`config.mk`:
```
export PLATFORM = sky130hd
export DESIGN_NAME = matrix_multiply
export DESIGN_NICKNAME = d
export VERILOG_FILES = /design/src/mm_pkg.sv /design/src/mm_ram.sv /design/src/matrix_multiply.sv
export SDC_FILE = /design/constraint.sdc
export NUM_CORES = 2
export LEC_CHECK = 0
export BUFFER_PORTS_ARGS = -buffer_cell sky130_fd_sc_hd__buf_2
export CAP_MARGIN = 20
export CORE_MARGIN = 3
export CORE_UTILIZATION = 40
export CTS_CLUSTER_DIAMETER = 120
export DETAILED_ROUTE_END_ITERATION = 8
export PLACE_DENSITY = 0.59
export SYNTH_ARGS = -nofsm -noshare
export SYNTH_HDL_FRONTEND = slang
export SYNTH_SLANG_ARGS = --single-unit
```
`constraint.sdc`:
```
create_clock -name clk -period 8.4 [get_ports clk]
set_clock_uncertainty 0.1 [all_clocks]
set_input_delay 0.84 -clock clk [delete_from_list [all_inputs] [get_ports clk]]
set_output_delay 0.84 -clock clk [all_outputs]
set_load 0.005 [all_outputs]
```
`src/mm_pkg.sv`:
```
`default_nettype none

package mm_pkg;

  localparam int ELEM_W    = 16;
  localparam int PROD_W    = 2 * ELEM_W;
  localparam int SUM_W     = 36;
  localparam int DIM_W     = 4;
  localparam int CFG_IDX_W = 2;
  localparam int POS_W     = 3;

  typedef logic signed [ELEM_W-1:0] elem_t;
  typedef logic signed [PROD_W-1:0] prod_t;
  typedef logic signed [SUM_W-1:0]  sum_t;
  typedef logic [DIM_W-1:0]         dim_t;
  typedef logic [POS_W-1:0]         pos_t;

  typedef enum logic [CFG_IDX_W-1:0] {
    REG_ROWS_A    = 2'd0,
    REG_INNER_DIM = 2'd1,
    REG_COLS_B    = 2'd2
  } cfg_reg_t;

endpackage

`default_nettype wire

```
`src/mm_ram.sv`:
```
`default_nettype none

module mm_ram #(
  parameter int WIDTH  = 16,
  parameter int DEPTH  = 64,
  parameter int ADDR_W = (DEPTH > 1) ? $clog2(DEPTH) : 1
) (
  input  wire logic              clk,
  input  wire logic              we,
  input  wire logic [ADDR_W-1:0] waddr,
  input  wire logic [WIDTH-1:0]  wdata,
  input  wire logic [ADDR_W-1:0] raddr,
  output logic      [WIDTH-1:0]  rdata
);

  logic [WIDTH-1:0] mem [DEPTH];

  always_ff @(posedge clk) begin
    if (we) begin
      mem[waddr] <= wdata;
    end
    rdata <= mem[raddr];
  end

endmodule

`default_nettype wire

```
`src/matrix_multiply.sv`:
```
`default_nettype none

// channel   ports                                            handshake
// input     in_element_value                                 start && !busy
// result    out_product_value, out_row, out_col,             out_valid, one cycle
//           out_result_last
// config    cfg_index, cfg_data                              cfg_we, no wait
//
// loading accepts an item if start is high and busy is low; the last B item
// raises busy for rows*inner*cols terms, one multiply-accumulate per cycle
// through the single shared multiplier and accumulator.
// reset (synchronous, rst_n low) sets all sizes to 1 and restarts loading.
// results come out one per inner-dimension pass; the receiver cannot stall.

module matrix_multiply #(
  parameter int MAX_DIM = 8
) (
  input  wire logic                          clk,
  input  wire logic                          rst_n,
  input  wire logic                          start,
  output logic                               busy,
  input  wire mm_pkg::elem_t                 in_element_value,
  output logic                               out_valid,
  output mm_pkg::sum_t                       out_product_value,
  output mm_pkg::pos_t                       out_row,
  output mm_pkg::pos_t                       out_col,
  output logic                               out_result_last,
  input  wire logic                          cfg_we,
  input  wire logic [mm_pkg::CFG_IDX_W-1:0]  cfg_index,
  input  wire mm_pkg::dim_t                  cfg_data
);

  import mm_pkg::*;

  localparam int DEPTH = MAX_DIM * MAX_DIM;
  localparam int AW    = (DEPTH > 1) ? $clog2(DEPTH) : 1;
  localparam int IW    = (MAX_DIM > 1) ? $clog2(MAX_DIM) : 1;
  localparam dim_t MAXD = DIM_W'(MAX_DIM);

  typedef logic [IW-1:0] idx_t;

  typedef enum logic [1:0] {
    ST_LOAD,
    ST_RUN,
    ST_DRAIN
  } state_t;

  state_t state_r, state_nxt;

  dim_t rows_r, rows_nxt, inner_r, inner_nxt, cols_r, cols_nxt;
  dim_t rows_c, inner_c, cols_c;

  // load position: outer / inner counter, phase low for A, high for B
  idx_t ld_p_r, ld_p_nxt, ld_q_r, ld_q_nxt;
  logic ld_b_r, ld_b_nxt;

  idx_t ci_r, ci_nxt, cj_r, cj_nxt, ck_r, ck_nxt;

  logic s1_vld_r, s1_vld_nxt, s1_first_r, s1_klast_r, s1_final_r;
  idx_t s1_row_r, s1_col_r;
  logic s2_vld_r, s2_vld_nxt, s2_first_r, s2_klast_r, s2_final_r;
  idx_t s2_row_r, s2_col_r;
  prod_t prod_r;
  sum_t  sum_r, sum_nxt;

  logic out_valid_r, out_valid_nxt;
  sum_t out_product_r;
  pos_t out_row_r, out_col_r;
  logic out_last_r;

  logic accept, ld_done, p_end, q_end;
  logic k_end, j_end, i_end;
  logic [AW-1:0] waddr, raddr_a, raddr_b;
  logic [ELEM_W-1:0] rdata_a, rdata_b;

  function automatic dim_t clamp_dim(dim_t v);
    dim_t r;
    r = v;
    if (v == '0) begin
      r = dim_t'(1);
    end else if (v > MAXD) begin
      r = MAXD;
    end
    return r;
  endfunction

  always_comb begin
    rows_c  = clamp_dim(rows_r);
    inner_c = clamp_dim(inner_r);
    cols_c  = clamp_dim(cols_r);
  end

  assign busy   = (state_r != ST_LOAD);
  assign accept = start && !busy;

  assign p_end   = ld_b_r ? (DIM_W'(ld_p_r) == inner_c - 1'b1)
                          : (DIM_W'(ld_p_r) == rows_c - 1'b1);
  assign q_end   = ld_b_r ? (DIM_W'(ld_q_r) == cols_c - 1'b1)
                          : (DIM_W'(ld_q_r) == inner_c - 1'b1);
  assign ld_done = ld_b_r && p_end && q_end;

  assign k_end = (DIM_W'(ck_r) == inner_c - 1'b1);
  assign j_end = (DIM_W'(cj_r) == cols_c - 1'b1);
  assign i_end = (DIM_W'(ci_r) == rows_c - 1'b1);

  assign waddr   = AW'(int'(ld_p_r) * MAX_DIM + int'(ld_q_r));
  assign raddr_a = AW'(int'(ci_r) * MAX_DIM + int'(ck_r));
  assign raddr_b = AW'(int'(ck_r) * MAX_DIM + int'(cj_r));

  mm_ram #(
    .WIDTH  (ELEM_W),
    .DEPTH  (DEPTH),
    .ADDR_W (AW)
  ) u_left_ram (
    .clk   (clk),
    .we    (accept && !ld_b_r),
    .waddr (waddr),
    .wdata (in_element_value),
    .raddr (raddr_a),
    .rdata (rdata_a)
  );

  mm_ram #(
    .WIDTH  (ELEM_W),
    .DEPTH  (DEPTH),
    .ADDR_W (AW)
  ) u_right_ram (
    .clk   (clk),
    .we    (accept && ld_b_r),
    .waddr (waddr),
    .wdata (in_element_value),
    .raddr (raddr_b),
    .rdata (rdata_b)
  );

  always_comb begin
    state_nxt  = state_r;
    rows_nxt   = rows_r;
    inner_nxt  = inner_r;
    cols_nxt   = cols_r;
    ld_p_nxt   = ld_p_r;
    ld_q_nxt   = ld_q_r;
    ld_b_nxt   = ld_b_r;
    ci_nxt     = ci_r;
    cj_nxt     = cj_r;
    ck_nxt     = ck_r;
    s1_vld_nxt = 1'b0;
    s2_vld_nxt = s1_vld_r;
    sum_nxt    = s2_first_r ? sum_t'(prod_r) : sum_r + sum_t'(prod_r);
    out_valid_nxt = s2_vld_r && s2_klast_r;

    // loading
    if (accept) begin
      if (q_end) begin
        ld_q_nxt = '0;
        if (p_end) begin
          ld_p_nxt = '0;
          ld_b_nxt = !ld_b_r;
        end else begin
          ld_p_nxt = ld_p_r + 1'b1;
        end
      end else begin
        ld_q_nxt = ld_q_r + 1'b1;
      end
    end

    case (state_r)
      ST_LOAD: begin
        if (accept && ld_done) begin
          state_nxt = ST_RUN;
          ci_nxt    = '0;
          cj_nxt    = '0;
          ck_nxt    = '0;
        end
      end
      ST_RUN: begin
        s1_vld_nxt = 1'b1;
        if (k_end) begin
          ck_nxt = '0;
          if (j_end) begin
            cj_nxt = '0;
            if (i_end) begin
              state_nxt = ST_DRAIN;
            end else begin
              ci_nxt = ci_r + 1'b1;
            end
          end else begin
            cj_nxt = cj_r + 1'b1;
          end
        end else begin
          ck_nxt = ck_r + 1'b1;
        end
      end
      ST_DRAIN: begin
        if (s2_vld_r && s2_final_r) begin
          state_nxt = ST_LOAD;
        end
      end
      default: begin
        state_nxt = ST_LOAD;
      end
    endcase

    // a size write restarts loading
    if (cfg_we) begin
      case (cfg_index)
        REG_ROWS_A: begin
          rows_nxt = cfg_data;
          ld_p_nxt = '0;
          ld_q_nxt = '0;
          ld_b_nxt = 1'b0;
        end
        REG_INNER_DIM: begin
          inner_nxt = cfg_data;
          ld_p_nxt  = '0;
          ld_q_nxt  = '0;
          ld_b_nxt  = 1'b0;
        end
        REG_COLS_B: begin
          cols_nxt = cfg_data;
          ld_p_nxt = '0;
          ld_q_nxt = '0;
          ld_b_nxt = 1'b0;
        end
        default: begin
        end
      endcase
    end
  end

  always_ff @(posedge clk) begin
    s1_first_r <= (ck_r == '0);
    s1_klast_r <= k_end;
    s1_final_r <= k_end && j_end && i_end;
    s1_row_r   <= ci_r;
    s1_col_r   <= cj_r;
    s2_first_r <= s1_first_r;
    s2_klast_r <= s1_klast_r;
    s2_final_r <= s1_final_r;
    s2_row_r   <= s1_row_r;
    s2_col_r   <= s1_col_r;
    prod_r     <= $signed(rdata_a) * $signed(rdata_b);
    if (s2_vld_r) begin
      sum_r <= sum_nxt;
    end
    if (s2_vld_r && s2_klast_r) begin
      out_product_r <= sum_nxt;
      out_row_r     <= POS_W'(s2_row_r);
      out_col_r     <= POS_W'(s2_col_r);
      out_last_r    <= s2_final_r;
    end
    if (!rst_n) begin
      state_r     <= ST_LOAD;
      rows_r      <= dim_t'(1);
      inner_r     <= dim_t'(1);
      cols_r      <= dim_t'(1);
      ld_p_r      <= '0;
      ld_q_r      <= '0;
      ld_b_r      <= 1'b0;
      ci_r        <= '0;
      cj_r        <= '0;
      ck_r        <= '0;
      s1_vld_r    <= 1'b0;
      s2_vld_r    <= 1'b0;
      out_valid_r <= 1'b0;
    end else begin
      state_r     <= state_nxt;
      rows_r      <= rows_nxt;
      inner_r     <= inner_nxt;
      cols_r      <= cols_nxt;
      ld_p_r      <= ld_p_nxt;
      ld_q_r      <= ld_q_nxt;
      ld_b_r      <= ld_b_nxt;
      ci_r        <= ci_nxt;
      cj_r        <= cj_nxt;
      ck_r        <= ck_nxt;
      s1_vld_r    <= s1_vld_nxt;
      s2_vld_r    <= s2_vld_nxt;
      out_valid_r <= out_valid_nxt;
    end
  end

  assign out_valid         = out_valid_r;
  assign out_product_value = out_product_r;
  assign out_row           = out_row_r;
  assign out_col           = out_col_r;
  assign out_result_last   = out_last_r;

  a_result_from_busy: assert property (@(posedge clk) disable iff (!rst_n)
    out_valid |-> $past(busy))
    else $error("result without a compute pass");

  a_quiet_after_last: assert property (@(posedge clk) disable iff (!rst_n)
    (out_valid && out_result_last) |=> !out_valid)
    else $error("result after the final element");

  a_pipe_empty_in_load: assert property (@(posedge clk) disable iff (!rst_n)
    (state_r == ST_LOAD) |-> (!s1_vld_r && !s2_vld_r))
    else $error("multiply pipeline active while loading");

  a_drain_no_issue: assert property (@(posedge clk) disable iff (!rst_n)
    (state_r == ST_DRAIN) |=> !s2_vld_r || $past(s1_vld_r))
    else $error("pipeline stage without an issued term");

endmodule

`default_nettype wire
```
==> results.yml <==
run_status:
  run_status: "completed"
clock_tree:
  htree_num_levels: 4
  cts_buffer_depth: 3
  cts_setup_buffers: 0
  hold_buffers: 0
  worst_skew_pair.late_latency_ns: 0.85
  worst_setup_hold_path_clk_slew_ns: 0.06
  cts_sink_count: 2242
  cts_root_buf: "clkbuf_16"
  tritoncts: "built"
  post_cts_resized: 0
  numCtsBuffers: 218
sta:
  max-slew-margin-rel: 0.214
  max_slew_violation_count: 0
  report.final.setup_viol: 0
  min_period_ns: 6.68
  finalWorstSetupSlack_ns: 1.72
  layout_worst_path_cycle_share: 0.795
  max_freq_ghz: 0.150
  worstMarginPinSlew_ns: 1.18
  hold_viol: 0
  setup-tns-final_ns: 0
  grt_setup_unrepaired: "no"
die:
  start_util: 0.403
  dieArea_sq_um: 246000
  rows: 179
  design.core.area_sq_um: 238000
  io-pin-count: 71
  fp.dieW_um: 496
  chip_height_um: 496
critical_path:
  timing.critical_path.mode_cell: "fa_1"
  worstSetupStartpoint: "u_left_ram.rdata[10]$_DFF_P_"
  path_depth: 17
  worst_reg2reg_path_depth: 17
  critPathRequiredTime_ns: 9.09
  r2r-start: "u_left_ram.rdata[10]$_DFF_P_"
  timing.critical_path.max_delay_family: "adder cells"
  arrival_ns: 7.36
  cp-end-kind: "flop"
  crit_path_max_incr_delay_ns: 0.70
  timing_worst_setup_path_type: "flop to flop"
  path_cells: "nand2_1 -> fa_1 -> fa_1 -> fa_1 -> fa_1 -> inv_1 -> fa_1 -> fa_1 -> ha_1 -> a21o_1 -> a21oi_1 -> a21boi_0 -> a21oi_1 -> a211oi_1 -> o31ai_1 -> a21oi_1 -> xnor2_1"
  timing.critical_path.to: "prod_r[31]$_DFF_P_"
  worst_setup_path_start_kind: "flop"
  cp_slowest_cell: "dfxtp_1"
  crit_path_max_fanout: 16
  setup.reg_to_reg.worst_slack_ns: 1.72
  worstReg2RegEnd: "prod_r[31]$_DFF_P_"
  path_buf_inv: 1
grt:
  grt_pass1_wl_um: 335000
  grt-ovfl-total: 0
  grt_usage: 0.187
  pin_count_of_the_biggest_net_entering_global_routing: 139
  vias_in_the_first_global_route: 47800
  antenna_found_initial: 17
synth:
  synth_top_cells_by_area: "edfxtp_1 67%, mux4_2 16%, fa_1 5.5%"
  yosys.area.top_type_share: 0.666
  asyncSetResetFlopFracSynth: 0
  most_frequently_used_flop_master_after_synthesis: "edfxtp_1"
  yosysTopAreaCell: "edfxtp_1"
  yosys_register_bits: 2242
  synthDistinctLibCells: 72
  netlist_area_sq_um: 95900
  post_synthesis_average_cell_area_sq_um: 19.9
  synthesis.instances: 4828
  fraction_of_the_yosys_area_taken_by_sequential_cells: 0.690
  synth_common_cells: "2127 x edfxtp_1, 672 x mux4_2, 314 x inv_1, 263 x fa_1, 196 x nor2_1"
  synthMostInstantiatedCell: "edfxtp_1"
  synthesis_warnings: 0
  post_syn_nets: 5244
  synth_enable_flop_cells: 2127
routing:
  drt.antenna.violating_nets: 0
  detail_route.iter0.violations: 4907
  drcViolationCount: 0
  num_vias: 46100
  routed_via_density: 5.45
  routed_wl_um: 228000
  wl_per_cell_um: 27.0
  detail_route.first_pass.iterations: 7
placed_design:
  gp_congestion: 0.832
  dp_hpwl_um: 136000
  place_ws_ns: 1.67
  port_buffers: 70
power:
  power_switching_share: 0.346
  p_comb_frac: 0.401
  worst_ir_drop_vdd_uv: 649
  power.sequential.fraction: 0.343
  power_leakage_uw: 0.0352
  power.density_nw_per_um2: 347
  switching_power_uw: 13000
  p_int_uw: 24500
  pwr-share-clk: 0.256
layout:
  finish.net_count: 5507
  layout-drive-gt1-share: 0.247
  area_growth_syn_to_layout_pct: 12.7
job:
  cap_violations: 0
min_path:
  min_path_type: "input pin to flop"
[metrics by stage]
stage,area (sq um),utilization,instances,total power [uW],hold WS (ns)
3_5_place_dp,101000,0.424,8034,28200,0.214
5_1_grt,108000,0.454,8448,40400,0.132
6_report,108000,0.454,8455,37500,0.175
3_3_place_gp,101000,0.424,8029,28000,0.211
4_1_cts,108000,0.453,8441,37900,0.0948
2_1_floorplan,95900,-,4828,24800,0.210
[state kept, by name (all words and copies together), names as in the netlist, 4 cells and up]
name               count
cols_r                 4
u_right_ram.rdata     16
prod_r                32
u_left_ram.mem      1024
u_right_ram.mem     1024
inner_r                4
sum_r                 36
u_left_ram.rdata      16
rows_r                 4
out_product_value     36
[placed cells by master, fill, tap and decap left out, types with 54 or more instances in the layout]
master | Yosys | routed
edfxtp_1 | 2127 | 2127
mux4_2 | 672 | 672
inv_1 | 314 | 313
fa_1 | 263 | 263
clkbuf_16 | 0 | 219
buf_4 | 1 | 191
nand2_1 | 187 | 187
nor2_1 | 196 | 166
and2_1 | 141 | 140
ha_1 | 127 | 127
dfxtp_1 | 115 | 106
a21oi_1 | 59 | 59
o21ai_0 | 58 | 58
buf_2 | 50 | 54
[worst register-to-register path: stages (launching register included)]
cell and delay, ns:
dfxtp_1 0.70, nand2_1 0.17, fa_1 0.55, fa_1 0.58
fa_1 0.47, fa_1 0.56, inv_1 0.05, fa_1 0.49
fa_1 0.42, ha_1 0.34, a21o_1 0.19, a21oi_1 0.22
a21boi_0 0.44, a21oi_1 0.30, a211oi_1 0.55, o31ai_1 0.16
a21oi_1 0.19, xnor2_1 0.13
[power groups by stage]
stage	combinational, uW	sequential [uW]	clock (uW)
floorplan	11900	13000	0
global placement	15000	13100	0
detailed placement	15200	13100	0
CTS	15200	12800	9810
global route	17300	12900	10200
finish	15100	12800	9600
[per-layer routing]
metal | global-route usage | up-vias | share of wire
li1 | - | 19500 | -
met1 | 0.268 | 24800 | 0.43
met2 | 0.301 | 1487 | 0.48
met3 | 0.0336 | 272 | 0.066
met4 | 0.0441 | 8 | 0.020
met5 | 0 | - | 0.0013
[layout make-up]
cell class / count / area, sq um
fillers: 20000 / 130000
flip-flops and latches: 2242 / 66200
multi-input cells: 2056 / 27700
clock buffers: 269 / 5720
well taps: 3167 / 3960
repair buffers: 257 / 1900
clock inverters: 138 / 1340
inverters: 316 / 1190
diodes: 10 / 25.0
[cell families after synthesis]
kind of cell | share of synthesized area
multiplexers | 0.160
adder cells (fa/ha/maj) | 0.0715
flip-flops | 0.690
AND/OR/NAND/NOR | 0.0327
XOR/XNOR | 0.00712
buffers and inverters | 0.0217
AO/OA/AOI/OAI | 0.0169
[worst min-delay path by stage]
stage,from,to,slack (ns),cells after the start
detailed placement,s1_row_r[1]$_DFF_P_,s2_row_r[1]$_DFF_P_,0.21,0
global placement,s1_final_r$_DFF_P_,s2_final_r$_DFF_P_,0.21,0
CTS,cfg_data[0],cols_r[0]$_SDFFE_PN1P_,0.09,3
global route,cfg_data[0],cols_r[0]$_SDFFE_PN1P_,0.13,3
floorplan,s1_col_r[0]$_DFF_P_,s2_col_r[0]$_DFF_P_,0.21,0
finish,cfg_data[0],cols_r[0]$_SDFFE_PN1P_,0.18,3
(Power assumes the default switching activity.)
